**config.mk**
```make
export PLATFORM = sky130hd
export DESIGN_NAME = unique_event_queue
export DESIGN_NICKNAME = d
export VERILOG_FILES = /design/src/rtl/core/ueq_pkg.sv /design/src/rtl/core/ueq_ctrl.sv /design/src/rtl/core/ueq_dpath.sv /design/src/rtl/core/unique_event_queue.sv
export SDC_FILE = /design/constraint.sdc
export NUM_CORES = 1
export LEC_CHECK = 0
export BUFFER_PORTS_ARGS = -buffer_cell sky130_fd_sc_hd__clkbuf_2
export CAP_MARGIN = 10
export CORE_ASPECT_RATIO = 0.7
export CORE_MARGIN = 2
export CORE_UTILIZATION = 55
export CTS_BUF_LIST = sky130_fd_sc_hd__clkbuf_8
export DETAILED_ROUTE_END_ITERATION = 16
export PLACE_DENSITY = 0.8
export SYNTH_ARGS = -nofsm -noshare
export SYNTH_HDL_FRONTEND = slang
export SYNTH_SLANG_ARGS = --single-unit
```
**constraint.sdc**
```tcl
create_clock -name clk -period 3.7 [get_ports clk]
set_clock_uncertainty 0.1 [all_clocks]
set_input_delay 0.74 -clock clk [delete_from_list [all_inputs] [get_ports clk]]
set_output_delay 0.74 -clock clk [all_outputs]
set_load 0.02 [all_outputs]
```
**src/rtl/core/ueq_pkg.sv**
```systemverilog
package ueq_pkg;

  // field widths of one request and one result
  localparam int OPCODE_W  = 2;
  localparam int EVENT_W   = 4;
  localparam int HANDLER_W = 8;

  localparam int IN_FIELDS_W  = OPCODE_W + EVENT_W + HANDLER_W;
  localparam int IN_TDATA_W   = ((IN_FIELDS_W + 7) / 8) * 8;
  localparam int OUT_FIELDS_W = 3 + HANDLER_W;
  localparam int OUT_TDATA_W  = ((OUT_FIELDS_W + 7) / 8) * 8;

  typedef logic [OPCODE_W-1:0] opcode_t;

  // request opcodes
  localparam opcode_t OP_PUT    = 2'd0;
  localparam opcode_t OP_REMOVE = 2'd1;
  localparam opcode_t OP_QUERY  = 2'd2;
  localparam opcode_t OP_POP    = 2'd3;

  // controller to datapath commands
  typedef struct packed {
    logic latch_in;   // capture the accepted request
    logic chk;        // evaluate the request and hold the result flags
    logic put_entry;  // write handler and links of the new tail entry
    logic put_tail;   // link the new entry behind the old tail
    logic rd_entry;   // read the links of the entry to unlink
    logic sel_head;   // entry to read is the head rather than the event
    logic unlink;     // rewrite the neighbours of the read entry
    logic load_out;   // move the result into the output register
  } ueq_cmd_t;

  // datapath to controller status
  typedef struct packed {
    opcode_t op;
    logic    fail;
    logic    out_free;
  } ueq_stat_t;

endpackage

```
**src/rtl/core/ueq_ctrl.sv**
```systemverilog
module ueq_ctrl
  import ueq_pkg::*;
(
  input  logic      clk,
  input  logic      rst_n,
  input  logic      in_tvalid,
  output logic      in_tready,
  input  ueq_stat_t stat,
  output ueq_cmd_t  cmd
);

  localparam logic [2:0] S_IDLE     = 3'd0;
  localparam logic [2:0] S_CHECK    = 3'd1;
  localparam logic [2:0] S_PUT_TAIL = 3'd2;
  localparam logic [2:0] S_UNLINK   = 3'd3;
  localparam logic [2:0] S_RESP     = 3'd4;

  logic [2:0] state_r;
  logic [2:0] state_nxt;

  // state register
  always_ff @(posedge clk) begin
    if (!rst_n) begin
      state_r <= S_IDLE;
    end else begin
      state_r <= state_nxt;
    end
  end

  assign in_tready = (state_r == S_IDLE);

  // next state and commands
  always_comb begin
    state_nxt = state_r;
    cmd       = '0;
    unique case (state_r)
      S_IDLE: begin
        if (in_tvalid) begin
          cmd.latch_in = 1'b1;
          state_nxt    = S_CHECK;
        end
      end
      S_CHECK: begin
        cmd.chk = 1'b1;
        if (stat.fail) begin
          state_nxt = S_RESP;
        end else begin
          case (stat.op)
            OP_PUT: begin
              cmd.put_entry = 1'b1;
              state_nxt     = S_PUT_TAIL;
            end
            OP_REMOVE, OP_POP: begin
              cmd.rd_entry = 1'b1;
              cmd.sel_head = (stat.op == OP_POP);
              state_nxt    = S_UNLINK;
            end
            default: begin
              state_nxt = S_RESP;
            end
          endcase
        end
      end
      S_PUT_TAIL: begin
        cmd.put_tail = 1'b1;
        state_nxt    = S_RESP;
      end
      S_UNLINK: begin
        cmd.unlink = 1'b1;
        state_nxt  = S_RESP;
      end
      S_RESP: begin
        if (stat.out_free) begin
          cmd.load_out = 1'b1;
          state_nxt    = S_IDLE;
        end
      end
      default: begin
        state_nxt = S_IDLE;
      end
    endcase
  end

endmodule

```
**src/rtl/core/ueq_dpath.sv**
```systemverilog
module ueq_dpath
  import ueq_pkg::*;
#(
  parameter int NUM_EVENTS = 16
) (
  input  logic                   clk,
  input  logic                   rst_n,
  input  logic [IN_TDATA_W-1:0]  in_tdata,
  output logic                   out_tvalid,
  input  logic                   out_tready,
  output logic [OUT_TDATA_W-1:0] out_tdata,
  input  ueq_cmd_t               cmd,
  output ueq_stat_t              stat
);

  localparam int IDX_W  = (NUM_EVENTS > 1) ? $clog2(NUM_EVENTS) : 1;
  localparam int LINK_W = $clog2(NUM_EVENTS + 1);
  localparam logic [LINK_W-1:0] NULL_LINK = LINK_W'(NUM_EVENTS);

  // captured request
  opcode_t              op_r;
  logic [EVENT_W-1:0]   ev_r;
  logic [HANDLER_W-1:0] hd_r;

  // list state
  logic [NUM_EVENTS-1:0] flags_r;
  logic [LINK_W-1:0]     head_r;
  logic [LINK_W-1:0]     tail_r;
  logic [LINK_W-1:0]     cur_r;

  // link and handler memories
  logic [LINK_W-1:0]    next_mem [NUM_EVENTS];
  logic [LINK_W-1:0]    prev_mem [NUM_EVENTS];
  logic [HANDLER_W-1:0] hand_mem [NUM_EVENTS];

  // registered read data
  logic [LINK_W-1:0]    rd_next_r;
  logic [LINK_W-1:0]    rd_prev_r;
  logic [HANDLER_W-1:0] rd_hand_r;

  // result flags and output register
  logic                 res_status_r;
  logic                 res_isq_r;
  logic                 res_pv_r;
  logic                 out_valid_r;
  logic [OUT_TDATA_W-1:0] out_data_r;

  logic [31:0]       ev_ext;
  logic              ev_ok;
  logic [IDX_W-1:0]  ev_idx;
  logic [LINK_W-1:0] ev_link;
  logic              ev_queued;
  logic              head_ok;
  logic              tail_ok;
  logic              prev_ok;
  logic              next_ok;
  logic              fail;
  logic              out_free;
  logic [LINK_W-1:0] rd_slot;

  logic              nx_we;
  logic [IDX_W-1:0]  nx_addr;
  logic [LINK_W-1:0] nx_data;
  logic              pv_we;
  logic [IDX_W-1:0]  pv_addr;
  logic [LINK_W-1:0] pv_data;

  // event decode
  assign ev_ext    = 32'(ev_r);
  assign ev_ok     = (ev_ext < 32'(NUM_EVENTS));
  assign ev_idx    = ev_ext[IDX_W-1:0];
  assign ev_link   = ev_ext[LINK_W-1:0];
  assign ev_queued = ev_ok & flags_r[ev_idx];
  assign head_ok   = (head_r != NULL_LINK);
  assign tail_ok   = (tail_r != NULL_LINK);
  assign prev_ok   = (rd_prev_r != NULL_LINK);
  assign next_ok   = (rd_next_r != NULL_LINK);
  assign rd_slot   = cmd.sel_head ? head_r : ev_link;

  // invalid state check per opcode
  always_comb begin
    case (op_r)
      OP_PUT:    fail = !ev_ok || ev_queued;
      OP_REMOVE: fail = !ev_queued;
      OP_POP:    fail = !head_ok;
      default:   fail = 1'b0;
    endcase
  end

  assign out_free      = !out_valid_r || out_tready;
  assign stat.op       = op_r;
  assign stat.fail     = fail;
  assign stat.out_free = out_free;

  // request capture
  always_ff @(posedge clk) begin
    if (cmd.latch_in) begin
      op_r <= in_tdata[OPCODE_W-1:0];
      ev_r <= in_tdata[OPCODE_W+EVENT_W-1:OPCODE_W];
      hd_r <= in_tdata[IN_FIELDS_W-1:OPCODE_W+EVENT_W];
    end
  end

  // next link write port
  always_comb begin
    nx_we   = 1'b0;
    nx_addr = ev_idx;
    nx_data = NULL_LINK;
    if (cmd.put_entry) begin
      nx_we = 1'b1;
    end else if (cmd.put_tail) begin
      nx_we   = tail_ok;
      nx_addr = tail_r[IDX_W-1:0];
      nx_data = ev_link;
    end else if (cmd.unlink) begin
      nx_we   = prev_ok;
      nx_addr = rd_prev_r[IDX_W-1:0];
      nx_data = rd_next_r;
    end
  end

  // prev link write port
  always_comb begin
    pv_we   = 1'b0;
    pv_addr = ev_idx;
    pv_data = tail_r;
    if (cmd.put_entry) begin
      pv_we = 1'b1;
    end else if (cmd.unlink) begin
      pv_we   = next_ok;
      pv_addr = rd_next_r[IDX_W-1:0];
      pv_data = rd_prev_r;
    end
  end

  // memories
  always_ff @(posedge clk) begin
    if (nx_we) begin
      next_mem[nx_addr] <= nx_data;
    end
    if (pv_we) begin
      prev_mem[pv_addr] <= pv_data;
    end
    if (cmd.put_entry) begin
      hand_mem[ev_idx] <= hd_r;
    end
    if (cmd.rd_entry) begin
      rd_next_r <= next_mem[rd_slot[IDX_W-1:0]];
      rd_prev_r <= prev_mem[rd_slot[IDX_W-1:0]];
      rd_hand_r <= hand_mem[rd_slot[IDX_W-1:0]];
      cur_r     <= rd_slot;
    end
  end

  // head, tail and queued flags
  always_ff @(posedge clk) begin
    if (!rst_n) begin
      flags_r <= '0;
      head_r  <= NULL_LINK;
      tail_r  <= NULL_LINK;
    end else if (cmd.put_tail) begin
      flags_r[ev_idx] <= 1'b1;
      tail_r          <= ev_link;
      if (!tail_ok) begin
        head_r <= ev_link;
      end
    end else if (cmd.unlink) begin
      flags_r[cur_r[IDX_W-1:0]] <= 1'b0;
      if (!prev_ok) begin
        head_r <= rd_next_r;
      end
      if (!next_ok) begin
        tail_r <= rd_prev_r;
      end
    end
  end

  // result flags
  always_ff @(posedge clk) begin
    if (cmd.chk) begin
      res_status_r <= fail;
      res_isq_r    <= (op_r == OP_QUERY) && ev_queued;
      res_pv_r     <= (op_r == OP_POP) && head_ok;
    end
  end

  // output register
  always_ff @(posedge clk) begin
    if (!rst_n) begin
      out_valid_r <= 1'b0;
    end else if (cmd.load_out) begin
      out_valid_r <= 1'b1;
    end else if (out_tready) begin
      out_valid_r <= 1'b0;
    end
  end

  always_ff @(posedge clk) begin
    if (cmd.load_out) begin
      out_data_r <= OUT_TDATA_W'({(res_pv_r ? rd_hand_r : {HANDLER_W{1'b0}}),
                                  res_pv_r, res_isq_r, res_status_r});
    end
  end

  assign out_tvalid = out_valid_r;
  assign out_tdata  = out_data_r;

`ifndef NO_ASSERTIONS
  // an empty list has both ends null
  a_ends_null: assert property (@(posedge clk) disable iff (!rst_n)
    (head_r == NULL_LINK) == (tail_r == NULL_LINK))
    else $error("head and tail disagree on an empty list");

  // no queued flag is set while the list is empty
  a_flags_empty: assert property (@(posedge clk) disable iff (!rst_n)
    ($countones(flags_r) == 0) == (head_r == NULL_LINK))
    else $error("queued flags disagree with the head pointer");

  // the head entry is always marked queued
  a_head_queued: assert property (@(posedge clk) disable iff (!rst_n)
    (head_r != NULL_LINK) |-> flags_r[head_r[IDX_W-1:0]])
    else $error("head entry is not marked queued");

  // a result is only loaded into a free output register
  a_load_free: assert property (@(posedge clk) disable iff (!rst_n)
    cmd.load_out |-> (!out_valid_r || out_tready))
    else $error("result loaded over a waiting result");
`endif

endmodule

```
**src/rtl/core/unique_event_queue.sv**
```systemverilog
// ordered queue of up to NUM_EVENTS distinct event slots, each carrying a
// handler number; put appends at the tail, remove unlinks from any position,
// query reports membership and pop returns the head's handler, each request
// giving exactly one result. one request is handled at a time: a put, remove
// or pop that succeeds goes from check via put-tail or unlink to response, a
// query or a request that reports invalid state from check straight to
// response; the steps are set by the single write port and registered read
// of the link memories (a remove reads the entry's links, then rewrites both
// neighbours). the result register lets the next request be taken while a
// result waits. the link and handler memories need no clearing after reset,
// so requests are accepted from the first cycle out of reset.
module unique_event_queue
  import ueq_pkg::*;
#(
  parameter int NUM_EVENTS = 16
) (
  input  logic                   clk,
  input  logic                   rst_n,
  input  logic                   in_tvalid,
  output logic                   in_tready,
  // opcode[1:0], event_id[5:2], handler_id[13:6], zero fill above
  input  logic [IN_TDATA_W-1:0]  in_tdata,
  output logic                   out_tvalid,
  input  logic                   out_tready,
  // status[0], is_queued[1], popped_valid[2], popped_handler[10:3], zero fill above
  output logic [OUT_TDATA_W-1:0] out_tdata
);

  ueq_cmd_t  cmd;
  ueq_stat_t stat;

  // sequencer
  ueq_ctrl u_ctrl (
    .clk       (clk),
    .rst_n     (rst_n),
    .in_tvalid (in_tvalid),
    .in_tready (in_tready),
    .stat      (stat),
    .cmd       (cmd)
  );

  // list storage and result register
  ueq_dpath #(
    .NUM_EVENTS (NUM_EVENTS)
  ) u_dpath (
    .clk        (clk),
    .rst_n      (rst_n),
    .in_tdata   (in_tdata),
    .out_tvalid (out_tvalid),
    .out_tready (out_tready),
    .out_tdata  (out_tdata),
    .cmd        (cmd),
    .stat       (stat)
  );

endmodule
```
==> impl_metrics.py, run 1 <==
metrics = {
    "final_layout": {
        "seq_area_mm2": 0.01075,
        "multi_input_area_mm2": 0.004327,
        "nets": 1225,
        "layout-drive-gt1-share": 0.1913,
        "antennaDiodeCount": 0,
        "area_growth_pct": 12.37,
        "fillers": 2044,
    },
    "power": {
        "leakagePower_nw": 6.292,
        "ir_drop_mv": 0.3429,
        "power_density_mw_per_mm2": 472.1,
    },
    "synthesis": {
        "synth_area_leaders": "edfxtp_1, mux2i_1, dfxtp_1, a21oi_1, o21ai_0",
        "yosysUniqueCellTypes": 69,
        "ys_top_cells_by_count": "edfxtp_1, mux2i_1, nor2_1",
        "syn_area_mm2": 0.01544,
        "yosys_register_bits": 368,
        "synth_most_common_cell": "edfxtp_1",
        "synth-edff-count": 338,
        "ys.warnings.count": 0,
        "syn_inst": 1094,
        "synth_area_per_cell_um2": 14.12,
        "netlist.area_leader.share": 0.6572,
        "yosysSeqAreaShare": 0.6960,
        "synth_flop_cell": "edfxtp_1",
        "async_flop_share": 0,
        "synth_top_cell_by_area": "edfxtp_1",
    },
    "grt": {
        "grt_pass1_vias": 9635,
        "grt_overflow": 0,
        "antenna_found_initial": 1,
        "use_met1": 0.3887,
        "top_usage_layer": "met1",
        "grt_pass1_wl_um": 56100,
        "grt_usage": 0.2588,
        "grt_max_degree": 51,
        "grt_use_met2": 0.3698,
        "gr-usage-met3": 0.06242,
    },
    "sta": {
        "finalMaxSlewViolations": 0,
        "hold_ws_ns": 0.2048,
        "relSlewSlack": 0.1396,
        "period_minus_slack_ns": 3.617,
        "finalHoldViolations": 0,
        "tightest_slew_ns": 1.291,
        "fin_setup_tns_ns": 0,
        "finalCritPeriodShare": 0.9775,
        "fmax_ghz": 0.2765,
        "setup_viol": 0,
        "rsz0062_at_grt": "false",
    },
    "placement": {
        "gp_congestion": 0.9329,
        "portBuffers": 30,
        "post-dp-hpwl_um": 24330,
    },
    "cts": {
        "hold_buffers": 0,
        "cts_setup_buffers": 0,
        "cts_buffers": 52,
        "cts_resized": 0,
        "cts_max_level": 2,
        "clock_latency_ns": 0.61,
        "clk_path_buf_depth": 3,
        "cts-root-buf": "clkbuf_8",
        "cts_tree": "built",
        "cts.sink_count": 368,
        "clkTransAtPathRegs_ns": 0.07,
    },
    "floorplan": {
        "die-area_mm2": 0.02946,
        "start_util": 0.5577,
        "fp-row-count": 51,
        "die_h_um": 144.2,
        "pin_count": 38,
        "die_w_um": 204.3,
        "core_area_mm2": 0.02769,
    },
    "run": {
        "cap_violations": 0,
    },
    "setup_path": {
        "cp.required_ns": 3.93,
        "end_kind": "flip-flop",
        "path_class": "flip-flop to flip-flop",
        "cp_slowest_cell": "or4_1",
        "worstPathMaxFanout": 17,
        "cpLargestDelayFamily": "simple AND/OR/NAND/NOR gates",
        "arrival_ns": 3.85,
        "crit_path_cell_trace": "and4bb_2, a32o_1, nor2_4, clkinv_2, buf_4, mux2i_1, o221ai_1, or4_1",
        "start_kind": "flip-flop",
        "critPathMaxStageDelay_ns": 0.60,
        "path_buf_inv": 2,
    },
    "route": {
        "wl_per_cell_um": 22.93,
        "vias_per_cell": 6.225,
        "drcViolationCount": 0,
        "vias": 10020,
        "drt_first_iter_violations": 1390,
        "wl_um": 36920,
        "detail_route.first_pass.iterations": 5,
        "antenna_left": 0,
    },
    "min_path": {
        "hold_path_class": "input pin to flip-flop",
    },
    "run_status": {
        "outcome": "finished, final reports clean",
    },
}
-- final timing paths --
| path | startpoint | endpoint | slack [ns] | cells after the start |
|---|---|---|---|---|
| setup / recovery | u_ctrl.state_r[2]$_SDFFE_PN0P_ | u_dpath.rd_prev_r[3]$_DFFE_PP_ | 0.08 | 8 |
| hold reg to reg | u_dpath.res_isq_r$_DFFE_PP_ | u_dpath.out_tdata[1]$_DFFE_PP_ | 0.33 | 0 |
| hold / removal | in_tdata[0] | u_dpath.op_r[0]$_DFFE_PP_ | 0.20 | 1 |
| setup reg to reg | u_ctrl.state_r[2]$_SDFFE_PN0P_ | u_dpath.rd_prev_r[3]$_DFFE_PP_ | 0.08 | 8 |
-- cell type report --
| class | instances | share of cell area |
|---|---|---|
| Timing Repair Buffer | 123 | 0.05032 |
| Inverter | 8 | 0.001802 |
| Multi-Input combinational cell | 652 | 0.2493 |
| Clock buffer | 54 | 0.04282 |
| Tap cell | 371 | 0.02675 |
| Sequential cell | 368 | 0.6194 |
| Clock inverter | 34 | 0.009588 |
-- cell usage in the layout (no fill, tap or decap), types with 8 or more instances in the layout --
cell,synthesis,layout
nand3_1,57,56
or3_1,16,16
o21ai_0,67,67
and2_1,15,15
clkbuf_8,0,54
nor2_1,72,71
nor3_1,19,19
a21oi_1,68,68
o22ai_1,32,32
edfxtp_1,338,338
a2111o_1,14,14
clkinv_1,0,10
nand2_1,68,68
inv_1,7,25
buf_4,8,91
dfxtp_1,30,30
nand2b_1,8,8
clkbuf_2,1,30
mux2i_1,80,80
o21a_1,9,9
mux2_4,15,15
nor3b_1,8,8
-- state kept, by name, indices dropped and copies added (netlist names), 5 cells and up --
| register | cells |
|---|---|
| u_dpath.hand_mem | 128 |
| u_dpath.next_mem | 80 |
| u_dpath.prev_mem | 80 |
| u_dpath.flags_r | 16 |
| u_dpath.out_tdata | 11 |
| u_dpath.hd_r | 8 |
| u_dpath.rd_hand_r | 8 |
| u_dpath.head_r | 5 |
| u_dpath.rd_next_r | 5 |
| u_dpath.rd_prev_r | 5 |
| u_dpath.tail_r | 5 |
-- routing by layer --
| layer | vias to the layer above | wire (um) |
|---|---|---|
| li1 | 4440 | - |
| met1 | 4846 | 15660 |
| met2 | 650 | 15780 |
| met3 | 86 | 4446 |
| met5 | - | 0 |
| met4 | 0 | 1027 |
-- worst reg2reg max path, delay by kind of cell (launching register included) --
family	cells	cell delay [ns]
compound gates	2	0.59
mux	1	0.23
flops	1	0.49
buf+inv	2	0.67
simple gates	3	1.26
-- logic make-up after synthesis --
group	synth area share
muxes	0.07882
AOI/OAI and AO/OA	0.1002
DFF	0.6960
buffers and inverters	0.02649
and+or+nand+nor	0.09819
other	0.0002428
-- report_power, final --
part           leakage (nW)  switching, mW  internal, mW  total [mW]
Clock                 0.536           1.46          1.41        2.88
Sequential             3.20         0.0665          4.59        4.66
Combinational          2.56          0.415         0.244       0.659
Total                  6.29           1.95          6.25        8.19
-- metrics by stage --
stage | utilization | setup WS (ns) | power, mW | cell area, um^2 | cells
2_1_floorplan | - | 0.6455 | 5.152 | 15460 | 1098
3_3_place_gp | 0.5930 | 0.2386 | 5.362 | 16420 | 1519
3_5_place_dp | 0.5930 | 0.1636 | 5.383 | 16420 | 1519
4_1_cts | 0.6259 | 0.1087 | 8.222 | 17330 | 1607
5_1_grt | 0.6267 | 0.003785 | 8.463 | 17360 | 1610
6_report | 0.6267 | 0.08334 | 8.194 | 17360 | 1610
Note: power is estimated with default switching activity, not from simulation.
==> inputs of run 2 (changes only) <==
--- a/config.mk
+++ b/config.mk
@@ -12,7 +12,8 @@
 export CORE_UTILIZATION = 55
 export CTS_BUF_LIST = sky130_fd_sc_hd__clkbuf_8
 export DETAILED_ROUTE_END_ITERATION = 16
-export PLACE_DENSITY = 0.8
+export PLACE_DENSITY = 0.72
+export SKIP_LAST_GASP = 1
 export SYNTH_ARGS = -nofsm -noshare
 export SYNTH_HDL_FRONTEND = slang
 export SYNTH_SLANG_ARGS = --single-unit
==> run 2 against run 1 <==
Clock power up 2%; highest routed layer unchanged; routed wire length rose by 0.63%; count of clock-buffer cells in the layout stayed put; combinational power hardly changed; register-to-register slack gained 0.05 ns; power is 0.79% higher; flip-flop and latch count stayed put; final cell count grew 0.43%; setup slack improved by 0.051 ns; non-clock buffer count fell by 3.
==> impl_metrics.py, run 2 (same netlist as run 1, synthesis figures left out) <==
metrics = {
    "route": {
        "wl_per_cell_um": 22.97,
        "vias_per_cell": 6.114,
        "wl_um": 37150,
        "drt_first_iter_violations": 1154,
        "drcViolationCount": 0,
        "vias": 9887,
        "antenna_left": 0,
        "detail_route.first_pass.iterations": 6,
    },
    "cts": {
        "clkTransAtPathRegs_ns": 0.07,
        "cts_tree": "built",
        "cts.sink_count": 368,
        "clock_latency_ns": 0.61,
        "cts_resized": 0,
        "cts_setup_buffers": 0,
        "cts-root-buf": "clkbuf_8",
        "hold_buffers": 0,
        "cts_max_level": 2,
        "cts_buffers": 54,
        "clk_path_buf_depth": 3,
    },
    "grt": {
        "grt_usage": 0.2566,
        "grt_overflow": 0,
        "antenna_found_initial": 0,
        "grt_pass1_vias": 9464,
        "grt_pass1_wl_um": 55780,
        "grt_max_degree": 51,
    },
    "sta": {
        "tightest_slew_ns": 1.195,
        "hold_ws_ns": 0.2139,
        "setup_slack_ns": 0.1346,
        "rsz0062_at_grt": "false",
        "fmax_ghz": 0.2805,
        "setup_viol": 0,
        "finalMaxSlewViolations": 0,
        "period_minus_slack_ns": 3.565,
        "fin_setup_tns_ns": 0,
        "relSlewSlack": 0.2034,
        "finalHoldViolations": 0,
        "finalCritPeriodShare": 0.9636,
    },
    "final_layout": {
        "final_cell_mix": "edfxtp_1, buf_4, mux2i_1",
        "area_growth_pct": 12.61,
        "largest_reg_flops": 128,
        "nets": 1224,
        "final_common_cell": "edfxtp_1",
        "regMostFlops": "u_dpath.hand_mem",
        "layout-drive-gt1-share": 0.1910,
        "largestRegisters": "u_dpath.hand_mem x128, u_dpath.next_mem x80, u_dpath.prev_mem x80",
        "antennaDiodeCount": 0,
    },
    "setup_path": {
        "arrival_ns": 3.78,
        "start_kind": "flip-flop",
        "end_kind": "flip-flop",
        "worstPathMaxFanout": 16,
        "cp.required_ns": 3.91,
        "path_class": "flip-flop to flip-flop",
    },
    "min_path": {
        "hold_path_class": "input pin to flip-flop",
    },
    "floorplan": {
        "die_h_um": 144.2,
        "core_area_mm2": 0.02769,
        "start_util": 0.5577,
        "die-area_mm2": 0.02946,
        "fp-row-count": 51,
        "pin_count": 38,
        "die_w_um": 204.3,
    },
    "run": {
        "cap_violations": 0,
    },
    "placement": {
        "post-dp-hpwl_um": 24580,
        "post-place-ws_ns": 0.2116,
        "portBuffers": 30,
        "gp_congestion": 0.9213,
    },
    "power": {
        "ir_drop_mv": 0.3001,
        "leakagePower_nw": 6.303,
        "power_density_mw_per_mm2": 474.9,
    },
    "run_status": {
        "outcome": "finished, final reports clean",
    },
}
-- run 2: cell types whose count changed in the layout (fill, tap and decap cells not counted) --
| cell | previous run | this run |
|---|---|---|
| buf_4 | 91 | 87 |
| clkinv_1 | 10 | 14 |
| clkinvlp_4 | 0 | 3 |
| inv_1 | 25 | 27 |
| buf_12 | 2 | 3 |
| clkinv_2 | 5 | 6 |
| inv_6 | 0 | 1 |
| inv_8 | 1 | 0 |
-- run 2: through the flow --
step	util	std cells	cell area [um^2]	total power [mW]
3_3_place_gp	0.5935	1519	16440	5.372
2_1_floorplan	-	1098	15460	5.152
5_1_grt	0.6280	1617	17390	8.534
6_report	0.6280	1617	17390	8.259
3_5_place_dp	0.5935	1519	16440	5.388
4_1_cts	0.6280	1617	17390	8.290
-- run 2: path summary, 6_finish.rpt --
kind                                      endpoint  depth (start not counted)  slack [ns]                            from
setup / recovery  u_dpath.next_mem[4][3]$_DFFE_PP_                          7        0.13     u_dpath.ev_idx[0]$_DFFE_PP_
hold / removal           u_dpath.op_r[0]$_DFFE_PP_                          1        0.21                     in_tdata[0]
setup reg to reg  u_dpath.next_mem[4][3]$_DFFE_PP_                          7        0.13     u_dpath.ev_idx[0]$_DFFE_PP_
hold reg to reg     u_dpath.out_tdata[0]$_DFFE_PP_                          0        0.32  u_dpath.res_status_r$_DFFE_PP_
-- run 2: per-layer routing --
layer / share of wire / GRT usage / vias to the layer above
li1: - / - / 4443
met1: 0.44 / 0.3909 / 4825
met2: 0.42 / 0.3609 / 547
met3: 0.11 / 0.06174 / 72
met4: 0.023 / 0.08696 / 0
met5: 0 / 0 / -
-- run 2: worst max-delay path, cell delays in order, from the launching register on --
cell and delay (ns):
edfxtp_1 0.58, mux4_2 0.56, a22oi_1 0.33, nand2_1 0.20, nor4b_4 0.50, a221oi_2 0.26
nor3_1 0.53, buf_4 0.22
-- run 2: layout make-up --
cell class | count | area (um^2)
Clock buffer | 54 | 743.2
Tap cell | 371 | 464.2
Sequential cell | 368 | 10750
Inverter | 8 | 31.28
Multi-Input combinational cell | 652 | 4327
Timing Repair Buffer | 120 | 863.3
Fill cell | 2079 | 10300
Clock inverter | 44 | 214.0
-- run 2: report_power, final --
group | switching [mW] | internal (mW) | leakage [nW]
Sequential | 0.0620 | 4.59 | 3.20
Clock | 1.51 | 1.43 | 0.555
Combinational | 0.414 | 0.245 | 2.55
Total | 1.99 | 6.27 | 6.30
